**config.mk**
```make
export PLATFORM = sky130hd
export DESIGN_NAME = rgb_pixel_run_length_encoder
export DESIGN_NICKNAME = d
export VERILOG_FILES = /design/src/rtl/core/rgb_rle_pkg.sv /design/src/rtl/core/rgb_rle_core.sv /design/src/rtl/core/rgb_rle_queue.sv /design/src/rtl/core/rgb_pixel_run_length_encoder.sv
export SDC_FILE = /design/constraint.sdc
export NUM_CORES = 1
export LEC_CHECK = 0
export ABC_AREA = 1
export BUFFER_PORTS_ARGS = -buffer_cell sky130_fd_sc_hd__buf_2
export CORE_MARGIN = 10
export CORE_UTILIZATION = 65
export DETAILED_ROUTE_END_ITERATION = 10
export GPL_TIMING_DRIVEN = 0
export MAX_ROUTING_LAYER = met4
export PLACE_DENSITY = 0.86
export SLEW_MARGIN = 20
export SYNTH_ARGS = -nofsm -noshare
export SYNTH_HDL_FRONTEND = slang
export SYNTH_SLANG_ARGS = --single-unit
```
**constraint.sdc**
```tcl
create_clock -name clock -period 7.1 [get_ports clock]
set_clock_uncertainty 0.15 [all_clocks]
set_input_delay 1.42 -clock clock [delete_from_list [all_inputs] [get_ports clock]]
set_output_delay 1.42 -clock clock [all_outputs]
set_load 0.05 [all_outputs]
```
**src/rtl/core/rgb_rle_pkg.sv**
```systemverilog
`default_nettype none

package rgb_rle_pkg;

   // packet header is this base plus the run length
   localparam logic [7:0] HDR_BASE      = 8'd127;
   // longest run a single packet can describe
   localparam logic [7:0] RUN_LIMIT     = 8'd128;
   localparam logic [7:0] MAX_RUN_RESET = 8'd127;

   // output queue
   localparam int unsigned QUEUE_DEPTH = 4;
   localparam int unsigned QUEUE_AW    = $clog2(QUEUE_DEPTH);
   localparam int unsigned QUEUE_LW    = $clog2(QUEUE_DEPTH + 1);

   typedef struct packed {
      logic [7:0] pixel_red;
      logic [7:0] pixel_green;
      logic [7:0] pixel_blue;
      logic       last_pixel;
   } req_word_type;

   typedef struct packed {
      logic [7:0] header_byte;
      logic [7:0] run_blue;
      logic [7:0] run_green;
      logic [7:0] run_red;
      logic       final_packet;
   } rsp_word_type;

   // up to two packets produced by one pixel, in order
   typedef struct packed {
      logic         first_valid;
      logic         second_valid;
      rsp_word_type first_word;
      rsp_word_type second_word;
   } push_type;

   // clamp the programmed limit into 1..128
   function automatic logic [7:0] eff_max(input logic [7:0] value);
      logic [7:0] result;
      if (value == 8'd0) begin
         result = 8'd1;
      end else if (value > RUN_LIMIT) begin
         result = RUN_LIMIT;
      end else begin
         result = value;
      end
      return result;
   endfunction

   // colour packed red 23..16, green 15..8, blue 7..0
   function automatic rsp_word_type make_word(input logic [7:0]  count,
                                              input logic [23:0] colour,
                                              input logic        fin);
      rsp_word_type word;
      word.header_byte  = HDR_BASE + count;
      word.run_blue     = colour[7:0];
      word.run_green    = colour[15:8];
      word.run_red      = colour[23:16];
      word.final_packet = fin;
      return word;
   endfunction

endpackage

`default_nettype wire

```
**src/rtl/core/rgb_rle_core.sv**
```systemverilog
`default_nettype none

module rgb_rle_core
   import rgb_rle_pkg::*;
(
   input  wire logic         clock,
   input  wire logic         reset,
   input  wire logic         go,
   input  wire req_word_type pixel,
   input  wire logic [7:0]   run_max,
   output push_type          push
);

   logic [23:0] colour_ff, colour_in;
   logic [7:0]  count_ff, count_in;
   logic [23:0] pix;
   logic        extend;

   assign pix    = {pixel.pixel_red, pixel.pixel_green, pixel.pixel_blue};
   assign extend = (pix == colour_ff) && (count_ff < run_max);

   always_comb begin
      colour_in         = colour_ff;
      count_in          = count_ff;
      push.first_valid  = 1'b0;
      push.second_valid = 1'b0;
      push.first_word   = make_word(8'd1, pix, 1'b1);
      push.second_word  = make_word(8'd1, pix, 1'b1);
      if (count_ff == 8'd0) begin
         // no open run: the pixel opens one
         colour_in        = pix;
         count_in         = pixel.last_pixel ? 8'd0 : 8'd1;
         push.first_valid = pixel.last_pixel;
      end else if (extend) begin
         count_in         = pixel.last_pixel ? 8'd0 : count_ff + 8'd1;
         push.first_valid = pixel.last_pixel;
         push.first_word  = make_word(count_ff + 8'd1, colour_ff, 1'b1);
      end else begin
         // close the run, the pixel opens a new one
         push.first_valid  = 1'b1;
         push.first_word   = make_word(count_ff, colour_ff, 1'b0);
         push.second_valid = pixel.last_pixel;
         colour_in         = pix;
         count_in          = pixel.last_pixel ? 8'd0 : 8'd1;
      end
      if (!go) begin
         push.first_valid  = 1'b0;
         push.second_valid = 1'b0;
      end
   end

   always_ff @(posedge clock) begin
      if (reset) begin
         colour_ff <= '0;
         count_ff  <= '0;
      end else if (go) begin
         colour_ff <= colour_in;
         count_ff  <= count_in;
      end
   end

endmodule

`default_nettype wire

```
**src/rtl/core/rgb_rle_queue.sv**
```systemverilog
`default_nettype none

module rgb_rle_queue
   import rgb_rle_pkg::*;
(
   input  wire logic                clock,
   input  wire logic                reset,
   input  wire push_type            push,
   output logic                     rsp_valid,
   input  wire logic                rsp_stall,
   output rsp_word_type             rsp_data,
   output logic [QUEUE_LW-1:0]      level
);

   rsp_word_type              mem_ff [QUEUE_DEPTH];
   logic [QUEUE_AW-1:0]       wr_ptr_ff, wr_ptr_in;
   logic [QUEUE_AW-1:0]       rd_ptr_ff, rd_ptr_in;
   logic [QUEUE_LW-1:0]       level_ff, level_in;
   logic [QUEUE_AW-1:0]       wr_next;
   logic                      pop;
   logic [QUEUE_LW-1:0]       n_push;

   assign rsp_valid = (level_ff != '0);
   assign rsp_data  = mem_ff[rd_ptr_ff];
   assign level     = level_ff;
   assign pop       = rsp_valid && !rsp_stall;
   assign wr_next   = wr_ptr_ff + QUEUE_AW'(1);
   assign n_push    = QUEUE_LW'(push.first_valid) + QUEUE_LW'(push.second_valid);

   always_comb begin
      wr_ptr_in = wr_ptr_ff + n_push[QUEUE_AW-1:0];
      rd_ptr_in = pop ? rd_ptr_ff + QUEUE_AW'(1) : rd_ptr_ff;
      level_in  = level_ff + n_push - QUEUE_LW'(pop);
   end

   always_ff @(posedge clock) begin
      if (reset) begin
         wr_ptr_ff <= '0;
         rd_ptr_ff <= '0;
         level_ff  <= '0;
      end else begin
         wr_ptr_ff <= wr_ptr_in;
         rd_ptr_ff <= rd_ptr_in;
         level_ff  <= level_in;
      end
   end

   always_ff @(posedge clock) begin
      if (push.first_valid) begin
         mem_ff[wr_ptr_ff] <= push.first_word;
      end
      if (push.second_valid) begin
         mem_ff[wr_next] <= push.second_word;
      end
   end

endmodule

`default_nettype wire

```
**src/rtl/core/rgb_pixel_run_length_encoder.sv**
```systemverilog
`default_nettype none
// a taken pixel waits in the input register until the queue has room, then its packets
// are registered into the output queue and shown on rsp; one pixel per cycle while the
// queue has room; the closing pixel of an image may push two packets into the four-word
// output queue, and req_stall holds while a pixel is held and three or more words are
// queued; reset (synchronous, active high) empties the queue, closes any open run and sets
// max_run back to 127

module rgb_pixel_run_length_encoder
   import rgb_rle_pkg::*;
(
   input  wire logic         clock,
   input  wire logic         reset,
   // pixel input
   input  wire logic         req_valid,
   output logic              req_stall,
   input  wire req_word_type req_data,
   // packet output
   output logic              rsp_valid,
   input  wire logic         rsp_stall,
   output rsp_word_type      rsp_data,
   // max_run register
   input  wire logic         csr_valid,
   output logic              csr_ready,
   input  wire logic [7:0]   csr_data
);

   // input register
   req_word_type          in_ff;
   logic                  in_vld_ff;
   // programmed limit
   logic [7:0]            max_run_ff;
   // encoder controls
   logic                  room;
   logic                  go;
   logic                  take;
   push_type              push;
   logic [QUEUE_LW-1:0]   level;

   // writes land at any time; software must change it only while the block is idle, unenforced here
   assign csr_ready = 1'b1;

   always_ff @(posedge clock) begin
      if (reset) begin
         max_run_ff <= MAX_RUN_RESET;
      end else if (csr_valid && csr_ready) begin
         max_run_ff <= csr_data;
      end
   end

   // the encoder fires only if the queue can take two words, the worst case
   assign room      = (level <= QUEUE_LW'(QUEUE_DEPTH - 2));
   assign go        = in_vld_ff && room;
   // the input register frees up when it fires, so a new word can follow every cycle while the queue has room
   assign req_stall = in_vld_ff && !room;
   assign take      = req_valid && !req_stall;

   always_ff @(posedge clock) begin
      if (reset) begin
         in_vld_ff <= 1'b0;
      end else if (take) begin
         in_vld_ff <= 1'b1;
      end else if (go) begin
         in_vld_ff <= 1'b0;
      end
   end

   always_ff @(posedge clock) begin
      if (take) begin
         in_ff <= req_data;
      end
   end

   // run tracking and packet building
   rgb_rle_core u_core (
      .clock   (clock),
      .reset   (reset),
      .go      (go),
      .pixel   (in_ff),
      .run_max (eff_max(max_run_ff)),
      .push    (push)
   );

   // output queue, parts the two handshakes
   rgb_rle_queue u_queue (
      .clock     (clock),
      .reset     (reset),
      .push      (push),
      .rsp_valid (rsp_valid),
      .rsp_stall (rsp_stall),
      .rsp_data  (rsp_data),
      .level     (level)
   );

   // queue never overfills
   a_level_bound : assert property (@(posedge clock) disable iff (reset)
      level <= QUEUE_LW'(QUEUE_DEPTH))
      else $error("output queue overflow");

   // a second packet only comes with a first, and only on the closing pixel
   a_second_push : assert property (@(posedge clock) disable iff (reset)
      push.second_valid |-> (push.first_valid && go && in_ff.last_pixel))
      else $error("second packet without closing pixel");

   // every pushed packet describes a run of at least one pixel
   a_header_range : assert property (@(posedge clock) disable iff (reset)
      push.first_valid |-> push.first_word.header_byte[7])
      else $error("run packet header below 128");

   // the encoder never fires without a held pixel
   a_go_needs_word : assert property (@(posedge clock) disable iff (reset)
      (push.first_valid || push.second_valid) |-> in_vld_ff)
      else $error("packet pushed without input word");

endmodule

`default_nettype wire
```
==> impl_metrics.yaml, run 1 <==
critical_path:
  r2r_end: "u_queue.level[2]$_SDFF_PP0_"
  max_stage_delay_ns: 0.54
  path_depth: 21
  cp-end-kind: "flip-flop"
  critical_path_buf_inv_count: 2
  required_ns: 7.31
  crit_family: "simple AND/OR/NAND/NOR gates"
  path_class: "reg2reg"
  start_kind: "flip-flop"
  worstReg2RegStart: "max_run_ff[0]$_SDFFE_PP1P_"
  reg2reg_depth: 21
  arrival_ns: 4.46
  path_max_fanout: 7
  cp_slowest_cell: "o41ai_1"
  path_cells: "nor2_1 -> nand2_1 -> o41ai_1 -> nand2_1 -> ha_1 -> a21oi_1 -> or2_0 -> nand3b_1 -> nor2_1 -> nand2_2 -> nor2_8 -> nand2_4 -> nand2_4 -> nor3_4 -> ha_1 -> inv_1 -> ha_1 -> fa_1 -> xor2_1 -> inv_1 -> nor2_1"
  worstSetupEndpoint: "u_queue.level[2]$_SDFF_PP0_"
  critical_path.startpoint: "max_run_ff[0]$_SDFFE_PP1P_"
  rrSetupSlack_ns: 2.85
place:
  pre_cts_ws_ns: 2.84
  dp.cells: 1300
  port_buffers: 71
  gp_congestion: 0.950
  hpwl_mm: 17.9
synthesis:
  syn_area_per_cell_sq_um: 9.37
  synth_flop_cell: "edfxtp_1"
  yosysTopAreaCellShare_pct: 37.1
  synth_compound_area_share_pct: 19.5
  ys_seq_area_share_pct: 54.7
  synth_edf_count: 121
  yosysTopAreaCell: "edfxtp_1"
  synthTopCellsByArea: "edfxtp_1 (37%), dfxtp_1 (18%), o22ai_1 (8.8%), nor2_1 (4.8%), o21ai_0 (4.7%)"
  synthXorXnorAreaFrac_pct: 1.79
  ys_ff_latch: 207
  ys_warn_count: 0
  ys_async_sr_fraction_pct: 0
  synth_cell_type_count: 43
  muxShareOfSynthArea_pct: 0
  synth_area_sq_um: 9790
  synth_nets: 1098
  synth-simple-area-share_pct: 15.1
  syn_inst: 1044
  yosys.area_share.adder_pct: 2.12
  synth_most_common_cell: "o22ai_1"
  synth_commonest_cells: "o22ai_1 (138), nor2_1 (125), edfxtp_1 (121), nand2_1 (109), o21ai_0 (91)"
  synth_top_family_by_area: "compound AO/OA/AOI/OAI gates"
drt:
  routed_wirelength_mm: 26.4
  drtIter0Drc: 966
  first_pass_iters: 5
  drc_errors: 0
  drt.antenna.violating_nets: 0
  vias: 8372
  viasPerCell: 6.26
  wl_per_cell_microns: 19.7
timing:
  worst_pin_slew_ns: 0.856
  fmax_mhz: 235
  fin_crit_ns: 4.25
  relSlewSlack_pct: 42.4
  period_share_pct: 59.9
  timing.final.max_slew_violations: 0
  setup_viol: 0
  setup_ws_ns: 2.85
  fin_tns_setup_ns: 0
  hold_violations: 0
  grt_setup_unrepaired: "no"
  hold_slack_ns: 0.308
clock_tree:
  cts-buffers-inserted: 21
  ctsResizeCount: 0
  clk_pin_slew_ns: 0.06
  clock_latency_ns: 0.51
  tritoncts: "yes"
  cts_setup_buffers: 0
  hold_buffers: 0
  clockBufferDepth: 3
  htree_levels: 1
  cts.sinks: 207
  clockRootBuffer: "clkbuf_16"
run_status:
  outcome: "completed"
grt:
  grt_max_degree: 28
  grt_overflow_total: 0
  grt_usage_pct: 26.2
  antenna_found_initial: 0
  grt_pass1_wl_mm: 41.4
  grt_pass1_vias: 8171
power:
  peakVddDrop_mv: 0.368
  power_density_nw_per_um2: 328
  p_leak_uw: 0.00428
final_layout:
  drive_gt1_share_pct: 16.6
  fin_util_pct: 75.5
  fin_nets: 1193
  layout.cells.non_filler: 1338
  synthToLayoutAreaGrowth_pct: 12.9
  num_antenna_cells: 0
die:
  die-area_sq_um: 20400
  die_h_microns: 143
  io-pin-count: 74
  coreArea_sq_um: 14600
  rows: 44
  die_x_microns: 143
  start_util_pct: 66.8
worst_hold_path:
  min_path_type: "reg2reg"
  whs_path_depth: 2
flow_run:
  max_cap_violations: 0
==> worst reg2reg max path, cell delays in order (launching register included) <==
cell and delay, ns:
dfxtp_1 0.32, nor2_1 0.10, nand2_1 0.07, o41ai_1 0.54
nand2_1 0.11, ha_1 0.32, a21oi_1 0.06, or2_0 0.24
nand3b_1 0.10, nor2_1 0.05, nand2_2 0.10, nor2_8 0.07
nand2_4 0.10, nand2_4 0.06, nor3_4 0.38, ha_1 0.27
inv_1 0.06, ha_1 0.30, fa_1 0.45, xor2_1 0.17
inv_1 0.06, nor2_1 0.04
==> through the flow <==
stage,instance area (sq um),power [uW]
after floorplan,9790,2250
after global routing,11100,3760
after detailed placement,10400,2540
after CTS,11100,3610
after global placement,10400,2510
final,11100,3630
==> cells in the final DEF (no fill, tap or decap), drive strengths merged <==
master | synthesis | routed
edfxtp | 121 | 121
xor2 | 15 | 15
xnor2 | 5 | 5
o21ai | 121 | 121
clkbuf | 31 | 63
a22o | 4 | 4
o22ai | 138 | 138
bufinv | 0 | 1
ha | 15 | 15
dfxtp | 86 | 86
inv | 90 | 91
nor3 | 8 | 8
a21oi | 71 | 71
nor4 | 2 | 2
or2 | 6 | 6
buf | 27 | 99
clkinv | 3 | 7
nand4 | 7 | 7
nor2 | 128 | 128
conb | 1 | 1
o41ai | 1 | 1
fa | 1 | 1
nand2 | 132 | 132
o211ai | 2 | 2
nand3b | 5 | 5
nand3 | 24 | 24
==> flip-flops by register name, summed over array words and instances (netlist names), named ones only <==
| signal | flops |
|---|---|
| u_queue.mem_ff | 132 |
| in_ff | 25 |
| u_core.colour_ff | 24 |
| max_run_ff | 8 |
| u_core.count_ff | 8 |
| u_queue.level | 3 |
| u_queue.rd_ptr_ff | 2 |
| u_queue.wr_ptr_ff | 2 |
| in_vld_ff | 1 |
==> routing by layer <==
layer / wire (microns) / part of all wire [%] / up-vias / global-route usage (%)
li1: - / - / 3906 / -
met1: 10300 / 39 / 3856 / 33.1
met2: 12200 / 46 / 526 / 40.6
met3: 3060 / 12 / 84 / 5.14
met4: 819 / 3.1 / 0 / 10.9
met5: 0 / 0 / - / -
==> worst min-delay path by stage <==
stage / start / to / slack, ns
6_report: u_queue.mem_ff[2][30]$_SDFFE_PP0P_ / u_queue.mem_ff[2][30]$_SDFFE_PP0P_ / 0.31
5_1_grt: u_queue.mem_ff[2][30]$_SDFFE_PP0P_ / u_queue.mem_ff[2][30]$_SDFFE_PP0P_ / 0.32
4_1_cts: u_queue.mem_ff[1][31]$_SDFFE_PP0P_ / u_queue.mem_ff[1][31]$_SDFFE_PP0P_ / 0.31
3_5_place_dp: u_queue.mem_ff[1][30]$_SDFFE_PP0P_ / u_queue.mem_ff[1][30]$_SDFFE_PP0P_ / 0.29
3_3_place_gp: u_queue.mem_ff[1][27]$_SDFFE_PP0P_ / u_queue.mem_ff[1][27]$_SDFFE_PP0P_ / 0.28
2_1_floorplan: u_queue.mem_ff[1][26]$_SDFFE_PP0P_ / u_queue.mem_ff[1][26]$_SDFFE_PP0P_ / 0.27
==> cell type report <==
| cell class | count | area, sq um |
|---|---|---|
| plain buffers | 58 | 309 |
| clock buffers | 32 | 608 |
| clock inverters | 6 | 57.6 |
| fillers | 1010 | 3590 |
| inverters | 93 | 350 |
| multi-input cells | 686 | 3770 |
| flip-flops and latches | 207 | 5360 |
| well taps | 184 | 230 |
| repair buffers | 72 | 367 |
==> where the power goes <==
part	internal, uW	switching (uW)
clock	628	452
combinational	272	817
sequential	1380	75.2
total	2280	1340
==> kinds of logic after synthesis <==
kind of cell,after synthesis
buf+inv,151
other cells,1
compound gates,337
flops,207
fa+ha+maj,16
simple gates,312
xor+xnor,20
No activity file was read; power rests on OpenSTA's default activity.
==> run 2: changes to the inputs <==
--- a/config.mk
+++ b/config.mk
@@ -8,11 +8,11 @@
 export ABC_AREA = 1
 export BUFFER_PORTS_ARGS = -buffer_cell sky130_fd_sc_hd__buf_2
 export CORE_MARGIN = 10
-export CORE_UTILIZATION = 65
+export CORE_UTILIZATION = 60
 export DETAILED_ROUTE_END_ITERATION = 10
 export GPL_TIMING_DRIVEN = 0
 export MAX_ROUTING_LAYER = met4
-export PLACE_DENSITY = 0.86
+export PLACE_DENSITY = 0.81
 export SLEW_MARGIN = 20
 export SYNTH_ARGS = -nofsm -noshare
 export SYNTH_HDL_FRONTEND = slang
==> constraint.sdc (replaced) <==
create_clock -name clock -period 4.11 [get_ports clock]
set_clock_uncertainty 0.15 [all_clocks]
set_input_delay 0.822 -clock clock [delete_from_list [all_inputs] [get_ports clock]]
set_output_delay 0.822 -clock clock [all_outputs]
set_load 0.05 [all_outputs]
==> run 2 against run 1 <==
Sequential share of layout area shrank 0.65 points. Die area grew 7.1%. Maximum frequency grew 9.8%. Via count shrank 0.31%. Worst setup slack lost 2.6 ns. Clock-buffer cell count shrank 2. Sequential cell count is the same. Critical endpoint unchanged. Design area grew 1.4%. Largest power group unchanged.
==> impl_metrics.yaml, run 2 (synthesis gave the netlist of run 1 again) <==
clock_tree:
  cts.sinks: 207
  clockRootBuffer: "clkbuf_16"
  tritoncts: "yes"
  clock_latency_ns: 0.51
  cts-buffers-inserted: 22
  hold_buffers: 0
  clk_pin_slew_ns: 0.06
  htree_levels: 1
  clockBufferDepth: 3
final_layout:
  mostFrequentLayoutCell: "o22ai_1"
  synthToLayoutAreaGrowth_pct: 14.5
  layout.cells.non_filler: 1375
  fin_nets: 1197
  final_cell_mix: "o22ai_1 (138), nor2_1 (124), edfxtp_1 (121)"
  fin_util_pct: 70.3
  num_antenna_cells: 0
  drive_gt1_share_pct: 17.5
  largest_reg_flops: 132
  reg.largest.list: "u_queue.mem_ff: 132 flops, in_ff: 25 flops, u_core.colour_ff: 24 flops"
  largest_register: "u_queue.mem_ff"
power:
  power_density_nw_per_um2: 570
  p_int_uw: 4040
  p_leak_uw: 0.00434
  comb_power_share_pct: 29.3
  switchingPower_uw: 2340
  clockPowerShare_pct: 31.1
  peakVddDrop_mv: 0.460
  power_switching_share_pct: 36.7
  seqPwrFrac_pct: 39.6
die:
  die_x_microns: 148
  die_h_microns: 148
  die-area_sq_um: 21800
  start_util_pct: 61.4
  rows: 46
  coreArea_sq_um: 15900
  io-pin-count: 74
timing:
  timing.final.max_slew_violations: 0
  relSlewSlack_pct: 48.3
  fmax_mhz: 258
  hold_violations: 0
  hold_slack_ns: 0.311
  period_share_pct: 94.2
  grt_setup_unrepaired: "no"
  setup_viol: 0
  fin_crit_ns: 3.87
  worst_pin_slew_ns: 0.768
critical_path:
  path_max_fanout: 4
  arrival_ns: 4.10
  path_class: "reg2reg"
  required_ns: 4.34
  worstReg2RegStart: "max_run_ff[0]$_SDFFE_PP1P_"
  rrSetupSlack_ns: 0.24
  start_kind: "flip-flop"
  reg2reg_depth: 23
  cp-end-kind: "flip-flop"
  r2r_end: "u_queue.level[2]$_SDFF_PP0_"
drt:
  drt.antenna.violating_nets: 0
  first_pass_iters: 6
  drc_errors: 0
  vias: 8346
  wl_per_cell_microns: 19.2
  routed_wirelength_mm: 26.3
  drtIter0Drc: 1086
  viasPerCell: 6.07
grt:
  grt_max_degree: 28
  antenna_found_initial: 0
  grt_pass1_wl_mm: 41.9
  grt_pass1_vias: 8087
  grt_usage_pct: 24.0
  grt_overflow_total: 0
worst_hold_path:
  min_path_type: "reg2reg"
  worstHoldEndpoint: "u_queue.mem_ff[2][30]$_SDFFE_PP0P_"
  whs_path_depth: 2
  min_from: "u_queue.mem_ff[2][30]$_SDFFE_PP0P_"
place:
  dp.cells: 1332
  hpwl_mm: 18.1
  port_buffers: 71
  gp_congestion: 0.936
run_status:
  outcome: "completed"
flow_run:
  max_cap_violations: 0
-- run 2: power groups by stage --
stage / clock, uW / sequential (uW) / combinational [uW]
global placement: 0 / 2550 / 1790
finish: 1990 / 2530 / 1870
global route: 2060 / 2540 / 2010
detailed placement: 0 / 2560 / 1830
CTS: 1980 / 2520 / 1850
floorplan: 0 / 2520 / 1380
-- run 2: worst max-delay path, stage by stage, from the launching register on --
cell and delay [ns]:
dfxtp_1 0.32, nor2_1 0.10, nand2_1 0.11, o41ai_4 0.34
nand2_1 0.10, ha_1 0.30, a21oi_1 0.15, or2_1 0.16
nand3b_1 0.09, nor2_1 0.12, nand2_2 0.10, nor2_8 0.12
nand2_4 0.08, nand2_4 0.08, nand2_1 0.06, nand2_1 0.09
inv_2 0.07, ha_1 0.21, inv_1 0.07, ha_1 0.24
fa_1 0.43, xor2_1 0.17, inv_1 0.06, nor2_1 0.03
-- run 2: what timing repair did --
action,in CTS,in global routing
setup endpoints to repair,2,2
gates resized for setup,1,2
buffers inserted,0,3
cloned,0,0
pin swaps,0,5
-- run 2: how the worst max path moves through the flow --
stage                               start                          end  slack (ns)  cells past startpoint
2_1_floorplan  max_run_ff[2]$_SDFFE_PP1P_  u_queue.level[2]$_SDFF_PP0_        0.30                     21
3_3_place_gp   max_run_ff[2]$_SDFFE_PP1P_  u_queue.level[2]$_SDFF_PP0_       -0.06                     21
3_5_place_dp   max_run_ff[0]$_SDFFE_PP1P_  u_queue.level[2]$_SDFF_PP0_       -0.14                     21
4_1_cts        max_run_ff[0]$_SDFFE_PP1P_  u_queue.level[2]$_SDFF_PP0_        0.06                     21
5_1_grt        max_run_ff[2]$_SDFFE_PP1P_  u_queue.level[2]$_SDFF_PP0_       0.007                     23
6_report       max_run_ff[0]$_SDFFE_PP1P_  u_queue.level[2]$_SDFF_PP0_        0.24                     23
-- run 2: final cells by class --
cell class,count,area [sq um]
Buffer,58,309
Multi-Input combinational cell,686,3790
Timing Repair Buffer,75,389
Clock inverter,10,82.6
Sequential cell,207,5360
Tap cell,216,270
Clock buffer,30,652
Fill cell,1210,4740
Inverter,93,350
-- run 2: per-stage QoR --
stage	TNS, ns	setup WS, ns	total power (uW)	instance area (sq um)
2_1_floorplan	0	0.303	3890	9790
3_3_place_gp	-0.0558	-0.0558	4340	10400
3_5_place_dp	-0.160	-0.137	4390	10400
4_1_cts	0	0.0569	6350	11200
5_1_grt	0	0.00689	6610	11200
6_report	0	0.238	6380	11200
-- run 2: metal layers --
| layer | GRT usage, % | routed length (microns) | up-vias |
|---|---|---|---|
| met5 | - | 0 | - |
| met4 | 7.38 | 770 | 0 |
| met3 | 4.55 | 2790 | 74 |
| met2 | 37.6 | 12000 | 520 |
| met1 | 31.2 | 10700 | 3853 |
| li1 | - | - | 3899 |
==> run 3: changes to the inputs <==
--- a/config.mk
+++ b/config.mk
@@ -8,7 +8,7 @@
 export ABC_AREA = 1
 export BUFFER_PORTS_ARGS = -buffer_cell sky130_fd_sc_hd__buf_2
 export CORE_MARGIN = 10
-export CORE_UTILIZATION = 60
+export CORE_UTILIZATION = 61
 export DETAILED_ROUTE_END_ITERATION = 10
 export GPL_TIMING_DRIVEN = 0
 export MAX_ROUTING_LAYER = met4
@@ -16,4 +16,5 @@
 export SLEW_MARGIN = 20
 export SYNTH_ARGS = -nofsm -noshare
 export SYNTH_HDL_FRONTEND = slang
+export SYNTH_HIERARCHICAL = 1
 export SYNTH_SLANG_ARGS = --single-unit
==> run 3 against run 2 <==
Final cell count rose by 19%. Synthesized cell count rose by 22%. Sequential cell count did not move. Design area rose by 13%. Critical path depth rose by 3. First-iteration DRC count fell by 19%. Core utilization rose by 0.77 points. Register-to-register slack got worse by 0.18 ns. Maximum frequency fell by 4.6%. Via count rose by 11%. Area after synthesis rose by 13%. Critical path type unchanged. Largest power group unchanged.
==> impl_metrics.yaml, run 3 <==
clock_tree:
  hold_buffers: 0
  clockRootBuffer: "clkbuf_16"
  tritoncts: "yes"
  clockBufferDepth: 3
  htree_levels: 1
  clk_pin_slew_ns: 0.06
  clock_latency_ns: 0.51
  cts.sinks: 207
  cts-buffers-inserted: 22
synthesis:
  synthTopCellsByArea: "edfxtp_1 (43%), nand2_1 (10%), dfxtp_1 (9.1%), o21ai_0 (8.7%), nor2_1 (4.5%)"
  ys_ff_latch: 207
  synth_cell_type_count: 41
  synth_commonest_cells: "nand2_1 (297), o21ai_0 (192), edfxtp_1 (157), nor2_1 (132), inv_1 (121)"
  synth_most_common_cell: "nand2_1"
  syn_area_per_cell_sq_um: 8.65
  syn_inst: 1274
  ys_async_sr_fraction_pct: 0
  synth_edf_count: 157
  synth_flop_cell: "edfxtp_1"
  ys_warn_count: 6
  yosysTopAreaCell: "edfxtp_1"
  ys_seq_area_share_pct: 51.9
  yosysTopAreaCellShare_pct: 42.8
  synth_area_sq_um: 11000
place:
  hpwl_mm: 20.3
  pre_cts_ws_ns: -0.574
  port_buffers: 72
  gp_congestion: 0.892
power:
  power_density_nw_per_um2: 508
  p_leak_uw: 0.00531
  peakVddDrop_mv: 0.347
die:
  io-pin-count: 74
  die_h_microns: 154
  coreArea_sq_um: 17800
  die_x_microns: 154
  die-area_sq_um: 23800
  start_util_pct: 61.7
  rows: 49
flow_run:
  max_cap_violations: 0
grt:
  gr-max-usage-layer: "met2"
  grtUsageMet3_pct: 3.88
  antenna_found_initial: 0
  grt_max_degree: 26
  grt_overflow_total: 0
  grt_usage_pct: 24.0
  grt_pass1_vias: 8858
  use_met1_pct: 30.1
  use_met2_pct: 38.2
  grt_pass1_wl_mm: 45.2
timing:
  hold_violations: 0
  relSlewSlack_pct: 41.9
  hold_slack_ns: 0.322
  setup_ws_ns: 0.0534
  timing.final.max_slew_violations: 0
  setup_viol: 0
  fin_crit_ns: 4.06
  fin_tns_setup_ns: 0
  fmax_mhz: 247
  grt_setup_unrepaired: "yes"
  period_share_pct: 98.7
  worst_pin_slew_ns: 0.872
drt:
  routed_wirelength_mm: 28.7
  first_pass_iters: 6
  viasPerCell: 5.66
  drtIter0Drc: 875
  vias: 9252
  wl_per_cell_microns: 17.6
  drc_errors: 0
  drt.antenna.violating_nets: 0
final_layout:
  mostFrequentLayoutCell: "nand2_1"
  largest_reg_flops: 132
  synthToLayoutAreaGrowth_pct: 15.0
  final_cell_mix: "nand2_1 (295), o21ai_0 (192), edfxtp_1 (157)"
  nFillCells: 1323
  drive_gt1_share_pct: 18.6
  reg.largest.list: "u_queue/mem_ff: 132 flops, in_ff: 25 flops, u_core/colour_ff: 24 flops"
  largest_register: "u_queue/mem_ff"
  fin_nets: 1445
  num_antenna_cells: 0
critical_path:
  arrival_ns: 4.34
  path_class: "reg2reg"
  max_stage_delay_ns: 0.39
  crit_family: "simple AND/OR/NAND/NOR gates"
  cp_slowest_cell: "fa_2"
  path_max_fanout: 4
  start_kind: "flip-flop"
  cp-end-kind: "flip-flop"
  required_ns: 4.39
  critical_path_buf_inv_count: 5
  cpMostUsedCell: "nor2_1"
run_status:
  outcome: "completed"
worst_hold_path:
  min_path_type: "reg2reg"
-- run 3: cell count changes after synthesis, moves of 35 or more --
cell      delta
dfxtp_1     -36
o22ai_1    -105
a21oi_1     -35
buf_4       +35
edfxtp_1    +36
o21ai_0    +101
inv_1       +53
nand2_1    +188
-- run 3: cells by family after synthesis --
kind of cell	count (synthesis)	synth area share, %
compound gates	322	16.3
xor+xnor	15	1.33
fa+ha+maj	16	1.89
buf+inv	229	10.7
flops	207	51.9
other cells	3	0.102
simple gates	482	17.8
-- run 3: final timing paths --
kind,startpoint,to,slack (ns),cells after the start
worst min register to register,max_run_ff[0]$_SDFFE_PP1P_,max_run_ff[0]$_SDFFE_PP1P_,0.32,2
worst max register to register,max_run_ff[4]$_SDFFE_PP1P_,u_queue/level[2]$_SDFF_PP0_,0.05,26
worst max-delay path,max_run_ff[4]$_SDFFE_PP1P_,u_queue/level[2]$_SDFF_PP0_,0.05,26
worst min-delay path,max_run_ff[0]$_SDFFE_PP1P_,max_run_ff[0]$_SDFFE_PP1P_,0.32,2
-- run 3: cell type report --
cell class | count | area [sq um] | share of cell area, %
Multi-Input combinational cell | 845 | 4270 | 33.7
Clock inverter | 9 | 70.1 | 0.553
Inverter | 128 | 480 | 3.79
Clock buffer | 31 | 636 | 5.02
Buffer | 101 | 697 | 5.50
Tap cell | 229 | 287 | 2.26
Timing Repair Buffer | 86 | 519 | 4.10
Sequential cell | 207 | 5720 | 45.1
-- run 3: per-layer routing --
metal | routed length, microns | vias up
li1 | - | 4445
met1 | 11300 | 4184
met2 | 13500 | 550
met3 | 3030 | 73
met4 | 882 | 0
met5 | 0 | -
-- run 3: worst reg2reg max path, cell delays in order (launching register included) --
cell and delay, ns:
dfxtp_1 0.31, nor2_1 0.09, nand2_1 0.08, nor2_2 0.14, nor2_2 0.07, nor2_1 0.09
inv_1 0.08, ha_4 0.25, a21oi_2 0.17, nor2_1 0.08, nor2_2 0.12, nand3_4 0.10
nor2_4 0.11, buf_6 0.11, inv_2 0.05, nand2_4 0.08, a21oi_2 0.09, ha_1 0.33
inv_1 0.05, ha_1 0.27, inv_1 0.04, ha_1 0.19, fa_2 0.39, or2_4 0.26
nand3_1 0.07, nand2_1 0.06, nor2_1 0.13
-- run 3: stage by stage --
stage / instance area (sq um) / util, % / power, uW / instances
after CTS: 12600 / 70.8 / 6440 / 1634
after global routing: 12700 / 71.0 / 6740 / 1636
after detailed placement: 11800 / 66.4 / 4500 / 1589
after floorplan: 11100 / - / 3980 / 1281
final: 12700 / 71.0 / 6440 / 1636
after global placement: 11700 / 65.6 / 4440 / 1582
-- run 3: what timing repair did --
item	CTS	global route
setup buffers	5	2
resized for setup	10	6
pin swaps	5	4
setup endpoints to repair	85	34
-- run 3: power by group --
group	switching [uW]	internal [uW]	leakage (uW)
Sequential	109	2440	0.00185
Combinational	1420	533	0.00311
Clock	790	1140	0.000350
